==> src/sv/sca_pkg.sv <==
// ----------------------------------------------------------------------------
// sca_pkg
// Shared types, widths and codes for the sparse cluster accumulator.
// ----------------------------------------------------------------------------
`default_nettype none

package sca_pkg;

   localparam int TABLE_ENTRIES = 1024;
   localparam int TABLE_AW      = $clog2(TABLE_ENTRIES);
   localparam int CL_W          = 6;
   localparam int KEY_W         = 32;
   localparam int VAL_W         = 32;
   localparam int CNT_W         = 32;
   localparam int SUM_W         = 48;
   localparam int DVS_W         = CNT_W + 1;
   localparam int DIV_CW        = $clog2(SUM_W);

   localparam logic [2:0] REQ_ADD    = 3'd0;
   localparam logic [2:0] REQ_REMOVE = 3'd1;
   localparam logic [2:0] REQ_DECAY  = 3'd2;
   localparam logic [2:0] REQ_MADD   = 3'd3;
   localparam logic [2:0] REQ_READ   = 3'd4;

   localparam logic [1:0] ST_OK    = 2'd0;
   localparam logic [1:0] ST_NF    = 2'd1;
   localparam logic [1:0] ST_FULL  = 2'd2;
   localparam logic [1:0] ST_DIV0  = 2'd3;

   typedef struct packed {
      logic [2:0]              req_type;
      logic [CL_W-1:0]         cluster;
      logic [KEY_W-1:0]        feature_key;
      logic signed [VAL_W-1:0] feature_value;
      logic [CNT_W-1:0]        divisor_count;
      logic [TABLE_AW-1:0]     slot;
      logic                    last_in_sample;
   } request_type;

   typedef struct packed {
      logic [1:0]              status;
      logic                    new_entry;
      logic                    sample_added;
      logic                    entry_valid;
      logic [CL_W-1:0]         entry_cluster;
      logic [KEY_W-1:0]        entry_key;
      logic signed [SUM_W-1:0] entry_mean;
      logic [CNT_W-1:0]        entry_count;
   } response_type;

   typedef struct packed {
      logic                    valid;
      logic [CL_W-1:0]         cluster;
      logic [KEY_W-1:0]        key;
      logic signed [SUM_W-1:0] sum;
      logic [CNT_W-1:0]        count;
   } entry_type;

endpackage

`default_nettype wire

==> src/sv/sca_divider.sv <==
// ----------------------------------------------------------------------------
// sca_divider
// Restoring signed-by-unsigned divider, one quotient bit per cycle,
// quotient truncated toward zero.
// ----------------------------------------------------------------------------
`default_nettype none

module sca_divider (
   input  logic                             clock,
   input  logic                             reset,
   input  logic                             start,
   input  logic signed [sca_pkg::SUM_W-1:0] dividend,
   input  logic [sca_pkg::DVS_W-1:0]        divisor,
   output logic                             done,
   output logic signed [sca_pkg::SUM_W-1:0] quotient
);
   import sca_pkg::*;

   logic              busy_ff, busy_in;
   logic              done_ff, done_in;
   logic [DIV_CW-1:0] cnt_ff, cnt_in;
   logic [DVS_W-1:0]  rem_ff, rem_in;
   logic [SUM_W-1:0]  quo_ff, quo_in;
   logic [DVS_W-1:0]  dvs_ff, dvs_in;
   logic              neg_ff, neg_in;
   logic [DVS_W:0]    trial;
   logic [DVS_W:0]    diff;

   always_comb begin
      busy_in = busy_ff;
      done_in = 1'b0;
      cnt_in  = cnt_ff;
      rem_in  = rem_ff;
      quo_in  = quo_ff;
      dvs_in  = dvs_ff;
      neg_in  = neg_ff;
      trial   = {rem_ff, quo_ff[SUM_W-1]};
      diff    = trial - {1'b0, dvs_ff};
      if (start) begin
         busy_in = 1'b1;
         cnt_in  = '0;
         rem_in  = '0;
         quo_in  = dividend[SUM_W-1] ? SUM_W'(-dividend) : dividend;
         dvs_in  = divisor;
         neg_in  = dividend[SUM_W-1];
      end else if (busy_ff) begin
         if (trial >= {1'b0, dvs_ff}) begin
            rem_in = diff[DVS_W-1:0];
            quo_in = {quo_ff[SUM_W-2:0], 1'b1};
         end else begin
            rem_in = trial[DVS_W-1:0];
            quo_in = {quo_ff[SUM_W-2:0], 1'b0};
         end
         cnt_in = cnt_ff + 1'b1;
         if (cnt_ff == DIV_CW'(SUM_W-1)) begin
            busy_in = 1'b0;
            done_in = 1'b1;
         end
      end
   end

   always_ff @(posedge clock) begin
      if (reset) begin
         busy_ff <= 1'b0;
         done_ff <= 1'b0;
      end else begin
         busy_ff <= busy_in;
         done_ff <= done_in;
      end
      cnt_ff <= cnt_in;
      rem_ff <= rem_in;
      quo_ff <= quo_in;
      dvs_ff <= dvs_in;
      neg_ff <= neg_in;
   end

   assign done     = done_ff;
   assign quotient = neg_ff ? -$signed(quo_ff) : $signed(quo_ff);

endmodule

`default_nettype wire

==> config.mk <==
export PLATFORM = sky130hd
export DESIGN_NAME = sca_divider
export DESIGN_NICKNAME = d
export VERILOG_FILES = /design/src/sv/sca_pkg.sv /design/src/sv/sca_divider.sv
export SDC_FILE = /design/constraint.sdc
export NUM_CORES = 1
export LEC_CHECK = 0
export ABC_AREA = 0
export BUFFER_PORTS_ARGS = -buffer_cell sky130_fd_sc_hd__buf_2
export CAP_MARGIN = 15
export CELL_PAD_IN_SITES_DETAIL_PLACEMENT = 0
export CELL_PAD_IN_SITES_GLOBAL_PLACEMENT = 2
export CORE_UTILIZATION = 25
export CTS_CLUSTER_DIAMETER = 100
export DETAILED_ROUTE_END_ITERATION = 12
export GPL_TIMING_DRIVEN = 0
export HOLD_SLACK_MARGIN = 0.06
export PLACE_DENSITY_LB_ADDON = 0.1
export RECOVER_POWER = 50
export SLEW_MARGIN = 30
export SYNTH_ARGS = -nofsm -noshare
export SYNTH_HDL_FRONTEND = slang
export SYNTH_SLANG_ARGS = --single-unit
==> constraint.sdc <==
create_clock -name clock -period 5.5 [get_ports clock]
set_input_delay 1.1 -clock clock [delete_from_list [all_inputs] [get_ports clock]]
set_output_delay 1.1 -clock clock [all_outputs]
set_load 0.05 [all_outputs]
== Word level (Yosys, flattened, before mapping) ==
Index checks and enable logic that the tools add are counted.
Storage, ports and cells
  input bits: 84
  output and inout port bits: 49
  logic and storage cells: 26
  register bits: 123
Cells by class
  equal/unequal tests: 1
  mux-type cells: 10
  $add $sub $neg: 4
  $lt $le $gt $ge: 1
  bitwise logic cells: 1
  reductions and logical operators: 2
Operator list (count)
  $mux W48: 4
  $neg A48 Y48: 2
  $ge A34 B33 Y1: 1
  $mux W33: 1
  $sub A33 B33 Y33: 1
  $add A6 B1 Y6 const B: 1
  $eq A6 B6 Y1 const B: 1
  $mux W1: 5
  $reduce_or A3 Y1: 1
  $reduce_bool A2 Y1: 1
  $not A1 Y1: 1

== Longest topological paths before layout ==
  depth in word-level cells: 4
  gate-level depth with buffers: 13
  mapped depth without buffers: 12

== Worst setup path after synthesis ==
No wires, ideal clock.
  path type: register to output
  start point: register quo_ff[6]
  end point: output port quotient[39] (netlist bit)
  cell stages (with the launch flop): 9
  data required time: 4400 ps
  setup slack: 735 ps
  buffers on the path: 0
  arrival: 3665 ps
  path through: edfxtp_1 > or4_4 > or4_4 > or3_4 > or3_4 > or4_4 > or3_4 > o41ai_4 > xnor2_1
Between the ends
  longest elaborated chain between the ends: 2
Ends and longest elaborated chain
  start, declared: line sca_divider.sv:23  | logic [SUM_W-1:0] quo_ff, quo_in;
  start signal, assigned: line sca_divider.sv:72  | quo_ff <= quo_in;
  $neg A48 Y48: line sca_divider.sv:78  | assign quotient = neg_ff ? -$signed(quo_ff) : $signed(quo_ff);
  $mux W48: line sca_divider.sv:78
  end, declared: line sca_divider.sv:15  | output logic signed [sca_pkg::SUM_W-1:0] quotient
No other way between the ends.

== Final worst setup path ==
  start point: register quo_ff[4]
  end point: output port quotient[31] (netlist bit)
Same word-level chain as after synthesis.

==> tab_implementation.tex <==
\begin{tabular}{lr}
\hline
Metric & Value \\
\hline
\multicolumn{2}{l}{\textbf{Synthesis}} \\
Largest family of logic cells by synthesized area & compound AO/OA/AOI/OAI gates \\
Syn nets & 1,090 \\
Compound-cell area share of the yosys netlist & 20.0\% \\
Mapped Cells & 969 \\
Most frequent cell after synthesis & nor2\_1 \\
Number of flip-flops and latches in the synthesized netlist & 123 \\
Proportion of register bits with asynchronous set or reset after synthesis & 0\% \\
Number of flops mapped to enable cells by yosys & 82 \\
Area share of and/or/nand/nor cells after synthesis & 16.4\% \\
Combined area of all synthesized cells & 8680 um\^{}2 \\
Multiplexer fraction of the synthesized cell area & 4.31\% \\
Synth Area in XOR/XNOR & 11.6\% \\
Sequential area share after synthesis & 37.8\% \\
Synth Area in Adders & 5.42\% \\
Synth area leaders & edfxtp\_1 (28\%), dfxtp\_1 (9.5\%), xnor2\_1 (7.2\%), ha\_1 (5.2\%), a21oi\_1 (4.6\%) \\
Leading cell types by count after synthesis & nor2\_1 (94), edfxtp\_1 (82), a21oi\_1 (79), nand2\_1 (72), xnor2\_1 (71) \\
Post-Synthesis Mean Instance Area & 8.96 um\^{}2 \\
Main synth FF type & edfxtp\_1 \\
Warnings from Yosys & 0 \\
Biggest area consumer among synthesized cells & edfxtp\_1 \\
Number of different library cells in the post-synthesis netlist & 59 \\
Post-synth top area share & 28.4\% \\
\multicolumn{2}{l}{\textbf{CTS}} \\
Max Buffers Root-to-Sink & 2 \\
Cell at the root of the clock tree & clkbuf\_16 \\
Number of buffers inserted during clock tree synthesis & 17 \\
Deepest level of the CTS H-tree & 4 \\
Clock net sink count & 123 \\
Post\_cts resized & 0 \\
Hold bufs inserted after CTS & 0 \\
Clock slew at the register clock pins of the worst setup and hold paths & 60 ps \\
Clock tree from TritonCTS & yes \\
Clk Latency, worst-skew pair & 430 ps \\
Buffer count from post-CTS setup fixing & 0 \\
\multicolumn{2}{l}{\textbf{Place}} \\
Number of instances in the placed design & 1,550 \\
HPWL reported at the end of detailed placement & 23.4 mm \\
Port Buf Inserts & 132 \\
Placer Congestion & 0.786 \\
\multicolumn{2}{l}{\textbf{Timing}} \\
Worst-case headroom to the max-slew limit & 19.8\% \\
Setup TNS & 0 ps \\
Period utilisation layout & 97.9\% \\
Total setup violations reported at the end of the flow & 0 \\
Achievable Freq & 0.186 GHz \\
Setup repair after global routing missed its margin & false \\
Minimum hold slack & 463 ps \\
Worst clock skew on the final layout & 10.8 ps \\
Total count of hold-check failures in the final report & 0 \\
Minimum period implied by the final worst setup slack & 5380 ps \\
Actual transition at the worst max-transition pin & 1200 ps \\
Final Max Slew Viols & 0 \\
\multicolumn{2}{l}{\textbf{Setup path}} \\
Worst R2R Start & quo\_ff[47] \\
Top fanout value on the critical path & 6 \\
Critical R2R Capture & rem\_ff[21] \\
Cell breakdown of the critical path & or4\_4 -> or4\_4 -> or3\_4 -> or3\_4 -> or4\_4 -> or2\_4 -> o41ai\_1 -> xnor2\_1 -> clkbuf\_4 \\
Type of the worst setup path & reg2out \\
Slack of the worst reg-to-reg path & 940 ps \\
Timing endpoint of the critical path & quotient[31] \\
CP arrival & 4280 ps \\
Worst setup SP type & flop \\
Data required time at the worst endpoint & 4400 ps \\
Biggest cell delay along the critical path & 540 ps \\
Worst Setup End Kind & primary output \\
Startpoint of the most critical setup path & quo\_ff[4] \\
Worst Reg2Reg Path Length in Cells & 13 \\
Master of the slowest instance on the critical path & or4\_4 \\
Most Frequent Cell on Critical Path & or4\_4 \\
\multicolumn{2}{l}{\textbf{Floorplan}} \\
Floorplan die area & 35,500 um\^{}2 \\
Std-Cell Rows & 67 \\
Vertical extent of the die & 188 um \\
Initial Utilization & 25.6\% \\
Die width & 188 um \\
Number of ports placed on the die boundary & 133 \\
Core footprint & 33,900 um\^{}2 \\
\multicolumn{2}{l}{\textbf{Power}} \\
Leakage power of the design & 0.00404 uW \\
Switching Fraction & 36.1\% \\
Clock share of power & 34.6\% \\
Switching power total & 1160 uW \\
Combinational fraction of design power & 29.4\% \\
Register share of total power & 36.0\% \\
VDD IR-drop max & 0.000219 V \\
Power density relative to cell area & 306 nW/um\^{}2 \\
Internal Pwr Total & 2060 uW \\
\multicolumn{2}{l}{\textbf{Min path}} \\
Cells on Worst Hold Path & 2 \\
Class of the tightest hold or removal check & reg2reg \\
\multicolumn{2}{l}{\textbf{Global route}} \\
Global route total overflow & 0 \\
Largest net degree at the start of global routing & 39 \\
Via count of the first global-routing pass & 7,659 \\
Number of antenna violations at the first check in global routing & 0 \\
First-pass GRT wire length & 47.2 mm \\
Total global routing track utilization & 17.7\% \\
\multicolumn{2}{l}{\textbf{Finish}} \\
Area used by multi-input combinational logic & 5020 um\^{}2 \\
Non-filler cells in the finished layout & 1,583 \\
Flip-flop and latch area & 3280 um\^{}2 \\
Net count reported at finish & 1,243 \\
Area overhead of the layout relative to synthesis & 21.0\% \\
\# diodes & 0 \\
Number of fill cells & 3,706 \\
Fraction of final layout cells sized beyond drive strength 1 & 17.3\% \\
\multicolumn{2}{l}{\textbf{Detailed routing}} \\
M1 wire length & 16.2 mm \\
Wire length per cell after detailed routing & 19.7 um \\
Overall via count from detail\_route & 7,752 \\
Top metal layer carrying routed signals & met4 \\
Amount of wire on met3 after detailed routing & 1.15 mm \\
Initial drt markers & 487 \\
Antenna-violating nets left & 0 \\
Pre-Repair DR Iteration Count & 5 \\
Post-Route WL & 31.1 mm \\
Via-to-Cell Ratio & 4.90 \\
Wire length on met2 & 13.6 mm \\
Drt drc & 0 \\
\multicolumn{2}{l}{\textbf{Outcome}} \\
Result of the run & complete, no violations \\
\multicolumn{2}{l}{\textbf{Run}} \\
\# Max-Cap Violations & 0 \\
\hline
\end{tabular}
==> placed cells by master (no fill, tap or decap), types with 20 or more instances in the layout <==
master / count
edfxtp_1: 82
a21oi_1: 79
xnor2_1: 71
nand2_1: 72
ha_1: 36
or3_1: 20
xor2_1: 44
o31ai_1: 31
clkbuf_1: 57
o21ai_0: 51
inv_1: 49
dfxtp_1: 41
buf_2: 121
nor2_1: 94
==> worst min path at each step <==
stage,start,end,slack (ps)
final,rem_ff[18],rem_ff[18],460
after CTS,rem_ff[18],rem_ff[18],470
after global placement,rem_ff[18],rem_ff[18],460
after global routing,rem_ff[18],rem_ff[18],480
after detailed placement,rem_ff[18],rem_ff[18],460
after floorplan,rem_ff[18],rem_ff[18],440
==> logic make-up (layout without fill, tap and decap cells) <==
| group | after synthesis | count (layout) |
|---|---|---|
| AO/OA/AOI/OAI | 264 | 264 |
| XOR/XNOR | 115 | 115 |
| adder cells (fa/ha/maj) | 37 | 37 |
| buffers and inverters | 103 | 269 |
| flip-flops | 123 | 123 |
| multiplexers | 35 | 35 |
| AND/OR/NAND/NOR | 292 | 292 |
==> metrics by stage <==
| step | worst slack, ps | area (um^2) | utilization [%] | total power [uW] |
|---|---|---|---|---|
| after floorplan | 735 | 8680 | - | 1830 |
| after global routing | 1.34 | 10500 | 31.0 | 3380 |
| after detailed placement | 555 | 9930 | 29.3 | 2130 |
| after CTS | 62.6 | 10500 | 31.0 | 3260 |
| final | 117 | 10500 | 31.0 | 3220 |
| after global placement | 546 | 9910 | 29.2 | 2130 |
==> flip-flops by register name (all words and copies together) (netlist names) <==
name     count
rem_ff      33
done         1
neg_ff       1
cnt_ff       6
quo_ff      48
dvs_ff      33
busy_ff      1
==> critical path: cells and delay by family (launching register included) <==
family                    cells  cell delay (ps)
DFF                           1              470
xor gates and xnor gates      1              210
AOI/OAI and AO/OA             1              320
and+or+nand+nor               6             2560
buffers and inverters         1              290
==> routing by layer <==
metal | GRT usage (%) | up-vias
met2 | 26.6 | 158
met3 | 2.85 | 15
met5 | 0 | -
met4 | 4.22 | 0
li1 | - | 3856
met1 | 26.2 | 3723
==> power by group through the flow <==
stage	logic, uW	registers (uW)	clock network, uW
after CTS	953	1160	1150
after floorplan	679	1150	0
after detailed placement	951	1180	0
after global placement	952	1180	0
final	947	1160	1110
after global routing	1030	1170	1180
==> layout make-up <==
class                           count  share of cell area, %
Timing Repair Buffer              134                   6.45
Clock buffer                       26                   5.16
Multi-Input combinational cell    743                   47.8
Buffer                             52                   1.89
Sequential cell                   123                   31.2
Tap cell                          448                   5.33
Inverter                           51                   1.83
Clock inverter                      6                  0.298
No activity file was read; power rests on OpenSTA's default activity.
